===== src/rtl/aps_pkg.sv =====
// Shared constants and types for the accelerometer pedometer step counter.
package aps_pkg;

	localparam int FILTER_SHIFT = 2;
	localparam int FILTER_COUNT = 1 << FILTER_SHIFT;
	localparam int AXES         = 3;
	localparam int SAMPLE_W     = 16;
	localparam int SUM_W        = SAMPLE_W + FILTER_SHIFT;
	localparam int GROUP_W      = (FILTER_SHIFT > 0) ? FILTER_SHIFT : 1;
	localparam int WIN_W        = 10;
	localparam int PREC_W       = 16;
	localparam int COUNT_W      = 32;
	localparam int AXIS_W       = 2;
	localparam int CFG_IDX_W    = 2;
	localparam int IN_DATA_W    = 48;
	localparam int OUT_DATA_W   = 40;

	localparam logic [WIN_W-1:0]  WINDOW_LENGTH_RST     = WIN_W'(50);
	localparam logic [PREC_W-1:0] DYNAMIC_PRECISION_RST = PREC_W'(30);
	localparam logic [PREC_W-1:0] ACTIVE_PRECISION_RST  = PREC_W'(60);

	localparam logic signed [SAMPLE_W-1:0] SAMPLE_MIN = {1'b1, {(SAMPLE_W-1){1'b0}}};
	localparam logic signed [SAMPLE_W-1:0] SAMPLE_MAX = {1'b0, {(SAMPLE_W-1){1'b1}}};
	localparam logic [COUNT_W-1:0]         COUNT_MAX  = '1;

	typedef enum logic [CFG_IDX_W-1:0] {
		CFG_WINDOW_LENGTH     = 2'd0,
		CFG_DYNAMIC_PRECISION = 2'd1,
		CFG_ACTIVE_PRECISION  = 2'd2
	} cfg_index_t;

	typedef enum logic [AXIS_W-1:0] {
		AXIS_NONE = 2'd0,
		AXIS_X    = 2'd1,
		AXIS_Y    = 2'd2,
		AXIS_Z    = 2'd3
	} axis_t;

	typedef logic signed [SAMPLE_W-1:0] sample_t;

endpackage


===== src/rtl/accel_pedometer_step_counter.sv =====
// Pedometer: averages raw three-axis samples and counts steps by peak/threshold.
// An accepted item passes through the input register and then the result register.
// Throughput: one item per cycle while the result side does not stall; the filter, window,
// slide and step logic compute all next state between the input register and the result register.
// Reset (arst_n low, asynchronous) clears all control state, counts and sums, and loads
// the default register values; the block takes items right after reset.
module accel_pedometer_step_counter
	import aps_pkg::*;
(
	input  logic                  clk,
	input  logic                  arst_n,
	// configuration write channel
	input  logic                  cfg_valid,
	output logic                  cfg_ready,
	input  logic [CFG_IDX_W-1:0]  cfg_index,
	input  logic [PREC_W-1:0]     cfg_data,
	// raw samples
	input  logic                  s_axis_tvalid,
	output logic                  s_axis_tready,
	input  logic [IN_DATA_W-1:0]  s_axis_tdata,  // accel_x[15:0], accel_y[31:16], accel_z[47:32]
	// results
	output logic                  m_axis_tvalid,
	input  logic                  m_axis_tready,
	output logic [OUT_DATA_W-1:0] m_axis_tdata,  // step_seen[0], active_axis[2:1],
	                                             // step_total[34:3], zero pad[39:35]
	output logic                  m_axis_tuser   // average_done
);

	// configuration
	logic [WIN_W-1:0]  wlen_q;
	logic [PREC_W-1:0] dprec_q;
	logic [PREC_W-1:0] aprec_q;

	// input stage
	logic    valid_s1;
	sample_t accel_s1 [AXES];

	// detection state; the older slide value is always the newer one before its update
	logic signed [SUM_W-1:0] sum_q [AXES];
	logic [GROUP_W-1:0]      group_q;
	logic [WIN_W-1:0]        win_q;
	sample_t                 wmax_q [AXES];
	sample_t                 wmin_q [AXES];
	sample_t                 lmax_q [AXES];
	sample_t                 lmin_q [AXES];
	sample_t                 newer_q [AXES];
	logic [COUNT_W-1:0]      count_q;

	// result register
	logic               out_valid_q;
	logic               out_done_q;
	logic               out_seen_q;
	axis_t              out_axis_q;
	logic [COUNT_W-1:0] out_total_q;

	// next-state logic
	logic                    advance;
	logic                    group_last;
	logic signed [SUM_W-1:0] sum_n [AXES];
	logic signed [SUM_W:0]   biased [AXES];
	logic signed [SUM_W:0]   shifted [AXES];
	sample_t                 avg [AXES];
	logic [WIN_W:0]          win_inc;
	logic                    roll;
	logic [WIN_W-1:0]        win_n;
	sample_t                 base_max [AXES];
	sample_t                 base_min [AXES];
	sample_t                 wmax_n [AXES];
	sample_t                 wmin_n [AXES];
	sample_t                 lmax_n [AXES];
	sample_t                 lmin_n [AXES];
	logic signed [SAMPLE_W:0] diff [AXES];
	logic signed [SAMPLE_W:0] absd [AXES];
	sample_t                 newer_n [AXES];
	logic signed [SAMPLE_W:0] rng [AXES];
	logic signed [SAMPLE_W:0] aprec_s;
	axis_t                   axis;
	logic [1:0]              k;
	logic signed [SAMPLE_W:0] tsum;
	logic signed [SAMPLE_W:0] tsum_b;
	logic signed [SAMPLE_W:0] thr_w;
	sample_t                 thr;
	logic                    seen;
	logic [COUNT_W-1:0]      count_n;

	localparam logic signed [SUM_W:0] BIAS = (SUM_W+1)'(FILTER_COUNT - 1);

	assign cfg_ready     = 1'b1;
	assign advance       = valid_s1 && (!out_valid_q || m_axis_tready);
	assign s_axis_tready = !valid_s1 || advance;
	assign group_last    = (group_q == GROUP_W'(FILTER_COUNT - 1));

	always_comb begin
		for (int a = 0; a < AXES; a++) begin
			sum_n[a] = sum_q[a] + SUM_W'(accel_s1[a]);
			// truncate toward zero: bias negative sums before the arithmetic shift
			biased[a] = (SUM_W+1)'(sum_n[a]);
			if (sum_n[a][SUM_W-1]) begin
				biased[a] = biased[a] + BIAS;
			end
			shifted[a] = biased[a] >>> FILTER_SHIFT;
			avg[a]     = shifted[a][SAMPLE_W-1:0];
		end

		win_inc = (WIN_W+1)'(win_q) + (WIN_W+1)'(1);
		roll    = win_inc > (WIN_W+1)'(wlen_q);
		win_n   = roll ? WIN_W'(1) : win_inc[WIN_W-1:0];

		for (int a = 0; a < AXES; a++) begin
			base_max[a] = roll ? SAMPLE_MIN : wmax_q[a];
			base_min[a] = roll ? SAMPLE_MAX : wmin_q[a];
			wmax_n[a]   = (avg[a] > base_max[a]) ? avg[a] : base_max[a];
			wmin_n[a]   = (avg[a] < base_min[a]) ? avg[a] : base_min[a];
			lmax_n[a]   = roll ? wmax_q[a] : lmax_q[a];
			lmin_n[a]   = roll ? wmin_q[a] : lmin_q[a];

			diff[a]    = (SAMPLE_W+1)'(avg[a]) - (SAMPLE_W+1)'(newer_q[a]);
			absd[a]    = diff[a][SAMPLE_W] ? -diff[a] : diff[a];
			newer_n[a] = ($unsigned(absd[a]) > {1'b0, dprec_q}) ? avg[a] : newer_q[a];

			rng[a] = (SAMPLE_W+1)'(wmax_n[a]) - (SAMPLE_W+1)'(wmin_n[a]);
		end

		aprec_s = $signed({1'b0, aprec_q});
		if (rng[0] > rng[1] && rng[0] > rng[2] && rng[0] >= aprec_s) begin
			axis = AXIS_X;
		end else if (rng[1] > rng[0] && rng[1] > rng[2] && rng[1] >= aprec_s) begin
			axis = AXIS_Y;
		end else if (rng[2] > rng[0] && rng[2] > rng[1] && rng[2] >= aprec_s) begin
			axis = AXIS_Z;
		end else begin
			axis = AXIS_NONE;
		end

		k      = (axis == AXIS_NONE) ? 2'd0 : (axis - 2'd1);
		tsum   = (SAMPLE_W+1)'(lmax_n[k]) + (SAMPLE_W+1)'(lmin_n[k]);
		tsum_b = tsum + (tsum[SAMPLE_W] ? (SAMPLE_W+1)'(1) : '0);
		thr_w  = tsum_b >>> 1;
		thr    = thr_w[SAMPLE_W-1:0];
		// new older value (current newer) above the midpoint, new newer below: falling crossing
		seen   = (axis != AXIS_NONE) && (newer_q[k] > thr) && (newer_n[k] < thr);

		count_n = count_q;
		if (seen && (count_q != COUNT_MAX)) begin
			count_n = count_q + COUNT_W'(1);
		end
	end

	always_ff @(posedge clk or negedge arst_n) begin
		if (!arst_n) begin
			wlen_q  <= WINDOW_LENGTH_RST;
			dprec_q <= DYNAMIC_PRECISION_RST;
			aprec_q <= ACTIVE_PRECISION_RST;
		end else if (cfg_valid && cfg_ready) begin
			unique case (cfg_index)
				CFG_WINDOW_LENGTH:     wlen_q  <= cfg_data[WIN_W-1:0];
				CFG_DYNAMIC_PRECISION: dprec_q <= cfg_data;
				CFG_ACTIVE_PRECISION:  aprec_q <= cfg_data;
				default: ;
			endcase
		end
	end

	always_ff @(posedge clk or negedge arst_n) begin
		if (!arst_n) begin
			valid_s1    <= 1'b0;
			out_valid_q <= 1'b0;
			group_q     <= '0;
			win_q       <= '0;
			count_q     <= '0;
			for (int a = 0; a < AXES; a++) begin
				sum_q[a]   <= '0;
				wmax_q[a]  <= SAMPLE_MIN;
				wmin_q[a]  <= SAMPLE_MAX;
				lmax_q[a]  <= '0;
				lmin_q[a]  <= '0;
				newer_q[a] <= '0;
			end
		end else begin
			if (s_axis_tvalid && s_axis_tready) begin
				valid_s1 <= 1'b1;
			end else if (advance) begin
				valid_s1 <= 1'b0;
			end

			if (advance) begin
				out_valid_q <= 1'b1;
			end else if (m_axis_tready) begin
				out_valid_q <= 1'b0;
			end

			if (advance) begin
				if (group_last) begin
					group_q <= '0;
					win_q   <= win_n;
					count_q <= count_n;
					for (int a = 0; a < AXES; a++) begin
						sum_q[a]   <= '0;
						wmax_q[a]  <= wmax_n[a];
						wmin_q[a]  <= wmin_n[a];
						lmax_q[a]  <= lmax_n[a];
						lmin_q[a]  <= lmin_n[a];
						newer_q[a] <= newer_n[a];
					end
				end else begin
					group_q <= group_q + GROUP_W'(1);
					for (int a = 0; a < AXES; a++) begin
						sum_q[a] <= sum_n[a];
					end
				end
			end
		end
	end

	// payload registers
	always_ff @(posedge clk) begin
		if (s_axis_tvalid && s_axis_tready) begin
			accel_s1[0] <= s_axis_tdata[15:0];
			accel_s1[1] <= s_axis_tdata[31:16];
			accel_s1[2] <= s_axis_tdata[47:32];
		end
		if (advance) begin
			out_done_q  <= group_last;
			out_seen_q  <= group_last && seen;
			out_axis_q  <= group_last ? axis : AXIS_NONE;
			out_total_q <= group_last ? count_n : count_q;
		end
	end

	assign m_axis_tvalid = out_valid_q;
	assign m_axis_tuser  = out_done_q;
	assign m_axis_tdata  = {(OUT_DATA_W - COUNT_W - AXIS_W - 1)'(0), out_total_q,
		out_axis_q, out_seen_q};

endmodule


===== config.mk =====
export PLATFORM = sky130hd
export DESIGN_NAME = accel_pedometer_step_counter
export DESIGN_NICKNAME = d
export VERILOG_FILES = /design/src/rtl/aps_pkg.sv /design/src/rtl/accel_pedometer_step_counter.sv
export SDC_FILE = /design/constraint.sdc
export NUM_CORES = 2
export LEC_CHECK = 0
export BUFFER_PORTS_ARGS = -buffer_cell sky130_fd_sc_hd__buf_4
export CAP_MARGIN = 25
export CORE_MARGIN = 2
export CORE_UTILIZATION = 65
export DETAILED_ROUTE_END_ITERATION = 6
export PLACE_DENSITY = 0.93
export SKIP_CTS_REPAIR_TIMING = 1
export SYNTH_ARGS = -nofsm -noshare
export SYNTH_HDL_FRONTEND = slang
export SYNTH_SLANG_ARGS = --single-unit

===== constraint.sdc =====
create_clock -name clk -period 26.3 [get_ports clk]
set_input_delay 3.945 -clock clk [delete_from_list [all_inputs] [get_ports clk]]
set_output_delay 3.945 -clock clk [all_outputs]
set_load 0.03 [all_outputs]

Word level (Yosys, flattened, before mapping)
Memory sizes are Yosys's and may differ from the RTL's. Index checks and enable logic that the tools add are counted.

Logic and storage cells: 159. Memory bits (writable): 48. Memories: 1. Flip-flop bits (word level): 418. Bits of input ports: 71. Output and inout bits: 44.

Memory list: accel_s1 (words 3, width 16, read ports 3, clocked after Yosys merged registers in 0, write ports 3, line accel_pedometer_step_counter.sv:36) `sample_t accel_s1 [AXES];`.

$lt $le $gt $ge: 22. Eq/ne operators: 4. $add $sub $neg: 21. Reduce and logical (&&, ||, !) cells: 25. Bitwise gates (word level): 1. Muxes and demuxes: 55.

Operators with widths (number): 16-bit 2-to-1 mux (29); 16-bit binary-select mux with 2-bit select (4); 17-bit greater-than comparator (6); 16-bit by 16-bit subtractor with 17-bit output (6); 16-bit greater-than comparator (4); 16-bit < comparator (4); 32-bit 2-to-1 mux (2); 18-bit by 16-bit adder with 18-bit output (3); 18-bit by 3-bit adder with 18-bit output (second input constant) (3); 18-bit 2-to-1 mux (3); 54-bit 2-to-1 mux (1); 17-bit >= comparator (3); 17-bit by 16-bit greater-than comparator with 1-bit output (3); 17-bit 2-to-1 mux (3); 17-bit negation (3); 32-bit by 1-bit adder with 32-bit output (second input constant) (1); 32-bit inequality test (second input constant) (1); 16-bit by 16-bit adder with 17-bit output (1); 17-bit by 1-bit adder with 17-bit output (1); 1-bit logical AND (12); 10-bit by 1-bit adder with 11-bit output (second input constant) (1); 11-bit by 10-bit greater-than comparator with 1-bit output (1); 10-bit 2-to-1 mux (1); 2-bit 2-to-1 mux (5); 12 further kinds (27).

Depth between registers and ports, before layout
An unclocked memory read counts as a cell.

Depth after elaboration: 28. Gate-level depth with buffers: 94. Depth with buffers taken out: 81.

Worst setup path after synthesis
Ideal clock, no wire load.

Path kind: reg2reg. From: reg win_q[0]. To: reg out_total_q[29], data pin. Clock period less this slack: 18.133 ns. Path buffers: 14. Stages on the path, launching flop included: 94. Setup time: 0.268 ns. Data arrival time: 17.866 ns. Required time: 26.032 ns. Slack: 8.167 ns. Cells stage by stage: dfrtp_1 > ha_1 > and3_1 > and3_1 > nand3_1 > xnor2_1 > ha_1 > nand3_1 > nor4_1 > o32a_1 > and2_1 > clkbuf_1 > clkbuf_1 > clkbuf_1 > clkbuf_1 > buf_1 > clkbuf_1 > nand2_1 > [... 58 more ...] > o32ai_1 > and3_1 > clkbuf_1 > and3_1 > xnor2_1 > ha_1 > inv_1 > nor2_1 > o22ai_1 > a32o_1 > a221oi_1 > o22ai_1 > a21oi_1 > a211oi_2 > mux2i_2 > clkbuf_1 > nor4_2 > xor2_1.

RTL lines: start, declared (line accel_pedometer_step_counter.sv:41) `logic [WIN_W-1:0] win_q;`; start signal, assigned (line accel_pedometer_step_counter.sv:195) `win_q <= win_n;`; end signal, assigned (line accel_pedometer_step_counter.sv:226) `out_total_q <= group_last ? count_n : count_q;`; end, declared (line accel_pedometer_step_counter.sv:54) `logic [COUNT_W-1:0] out_total_q;`.

==> metrics.txt <==
Layout Skew=0.0374 ns; layout cells sized above 1=12.7%; Achievable Freq=47.8 MHz; vias in the first global route=35542; TNS Setup=0 ns; initial antenna violation count=3; die width=251 um; Root Buffer=clkbuf_16; Starting Density=65.8%; Placed Area=0.0413 sq mm; Post-synth EDFFs=84; hpwl dp=102 mm; largest net degree at the start of global routing=113; most frequent cells in the layout=637 x nand2_1, 414 x ha_1, 323 x dfrtp_1, 299 x nor2_1, 293 x o21ai_0; crit start category=flop; first-pass GRT wire length=206 mm; Final Critical Period=20.91 ns; RePlAce Congestion=1.06; CTS Buffer Depth=3; TritonCTS clock tree=yes; yosys warns=0; drt initial violations=4857; Total Die Area=0.0632 sq mm; CTS buffer count=53; # DRC=0; post-route cell area=0.0432 sq mm; post-synthesis sequential area ratio=30.5%; CP peak stage delay=0.84 ns; Pre-Repair DR Iteration Count=6; dpl ws=5.86 ns; Post-Syn Area=0.0398 sq mm; worst-margin pin slew=1.11 ns; crit path DAT=21.30 ns; GR Util All Layers=42.1%; Primary FF master, synth=dfrtp_1; RSZ-0062 raised after global routing=false; average via count per standard cell=6.79; CP Max Fanout=77; ys async rst share=82.0%; Final Cycle Share=79.5%; Hold Path Class=reg -> reg; IO Port Bufs=108; max-cap violations=0; status=finished, final reports clean; Rows=90; Syn Inst Count=4601; CP Data Required Time=26.69 ns; slew margin rel.=25.5%; Final Hold Viols=0; Avg Synthesized Cell Area=8.65 sq um; Die Ht=251 um; CTS HTree Levels=2; WS Path Type=reg -> reg; final setup fails=0; final setup margin=5.39 ns; Cell variety after synth=120; Crit. End Element=flop; Final Slew Violations=0; Core Region=0.0605 sq mm; boundary pin count=115; CP max stage cell=and2_4; clock sinks=466; Overflow after GRT=0; worst-skew pair later-pin latency=0.64 ns; most common cell after layout, fill and taps aside=nand2_1; Vias=37118; Yosys reg bits=466; DRT Wirelength=135 mm; clock-pin slew on the worst setup and hold paths=0.06 ns; nets@finish=5132; ANT nets after route=0; Area Growth Syn to Fin=8.64%; routed len/inst=24.8 um
## worst max-delay path: cells and delay by family, from the launching register on
family	cells	cell delay [ns]
AOI/OAI and AO/OA	38	8.97
xor gates and xnor gates	3	0.97
adders and majority gates	7	1.88
buffers and inverters	7	2.07
DFF	1	0.42
muxes	2	0.64
and+or+nand+nor	22	5.60
## cells in the mapped netlist (all sizes together) (33+ instances only)
cell type	number	area, sq um
nand2	640	2400
ha	414	5180
dfrtp	323	8080
o21ai	307	1540
nor2	303	1140
a21oi	277	1390
inv	242	908
mux2	169	1910
xnor2	156	1370
xor2	144	1280
clkbuf	129	484
nor3	107	573
nand3	106	536
mux2i	91	927
edfxtp	84	2520
a21o	75	563
buf	70	344
nand4	68	447
nand2b	62	388
o21a	62	465
and3	60	375
dfstp	59	1550
a31oi	54	338
nor2b	50	313
a211oi	44	355
o211ai	39	308
or3	39	244
o31ai	35	290
nor4	33	297
## flip-flops by register name, indices dropped and copies added, names as in the netlist
register       flops
lmax_q            48
m_axis_tuser       1
out_seen_q         1
wmax_q            48
newer_q           48
lmin_q            48
win_q             10
wlen_q            10
out_axis_q         2
count_q           32
sum_q             54
accel_s1          48
wmin_q            48
aprec_q           16
out_total_q       32
valid_s1           1
group_q            2
dprec_q           16
m_axis_tvalid      1
## final timing paths
path	start	slack, ns	endpoint	cells past startpoint
worst max-delay path	win_q[0]$_DFFE_PN0P_	5.39	out_total_q[1]$_DFFE_PP_	79
max in group asynchronous	arst_n	19.79	wmax_q[40]$_DFFE_PN0P_	4
min in group asynchronous	arst_n	3.33	lmin_q[7]$_DFFE_PN0P_	1
worst min register to register	newer_q[46]$_DFFE_PN0P_	0.48	newer_q[46]$_DFFE_PN0P_	2
worst max register to register	win_q[0]$_DFFE_PN0P_	5.39	out_total_q[1]$_DFFE_PP_	79
worst min-delay path	newer_q[46]$_DFFE_PN0P_	0.48	newer_q[46]$_DFFE_PN0P_	2
## layout make-up
class,instances,area [sq um]
clock inverters,22,211
well taps,782,978
clock buffers,78,1570
multi-input cells,3697,26000
diodes,2,5.00
flip-flops and latches,466,12200
inverters,243,912
repair buffers,176,1400
fillers,4446,17200
## metrics by stage
stage | hold WS (ns) | util (%) | instances
after floorplan | 0.449 | - | 4605
after global placement | 0.463 | 68.3 | 5355
after detailed placement | 0.471 | 68.4 | 5357
after CTS | 0.485 | 71.3 | 5457
after global routing | 0.519 | 71.5 | 5464
final | 0.484 | 71.5 | 5466
## cell families (layout without fill, tap and decap cells)
kind of cell | count (synthesis) | in the layout | synth area share (%)
buf+inv | 442 | 519 | 4.37
fa+ha+maj | 435 | 435 | 13.8
compound gates | 1128 | 1128 | 18.7
other cells | 2 | 8 | 0.0189
xor+xnor | 302 | 302 | 6.76
flops | 466 | 466 | 30.5
mux | 260 | 260 | 7.12
simple gates | 1566 | 1566 | 18.7
## per-layer routing
metal	vias to the layer above	routed length [um]	GRT usage [%]
met1	17512	50600	53.6
met2	2403	58700	64.6
met4	2	9540	25.4
li1	16641	-	-
met5	-	19	0
met3	560	16500	10.9
Power is not shown: default switching activity piles up to over one toggle a cycle in this logic, so the estimate is an artifact.
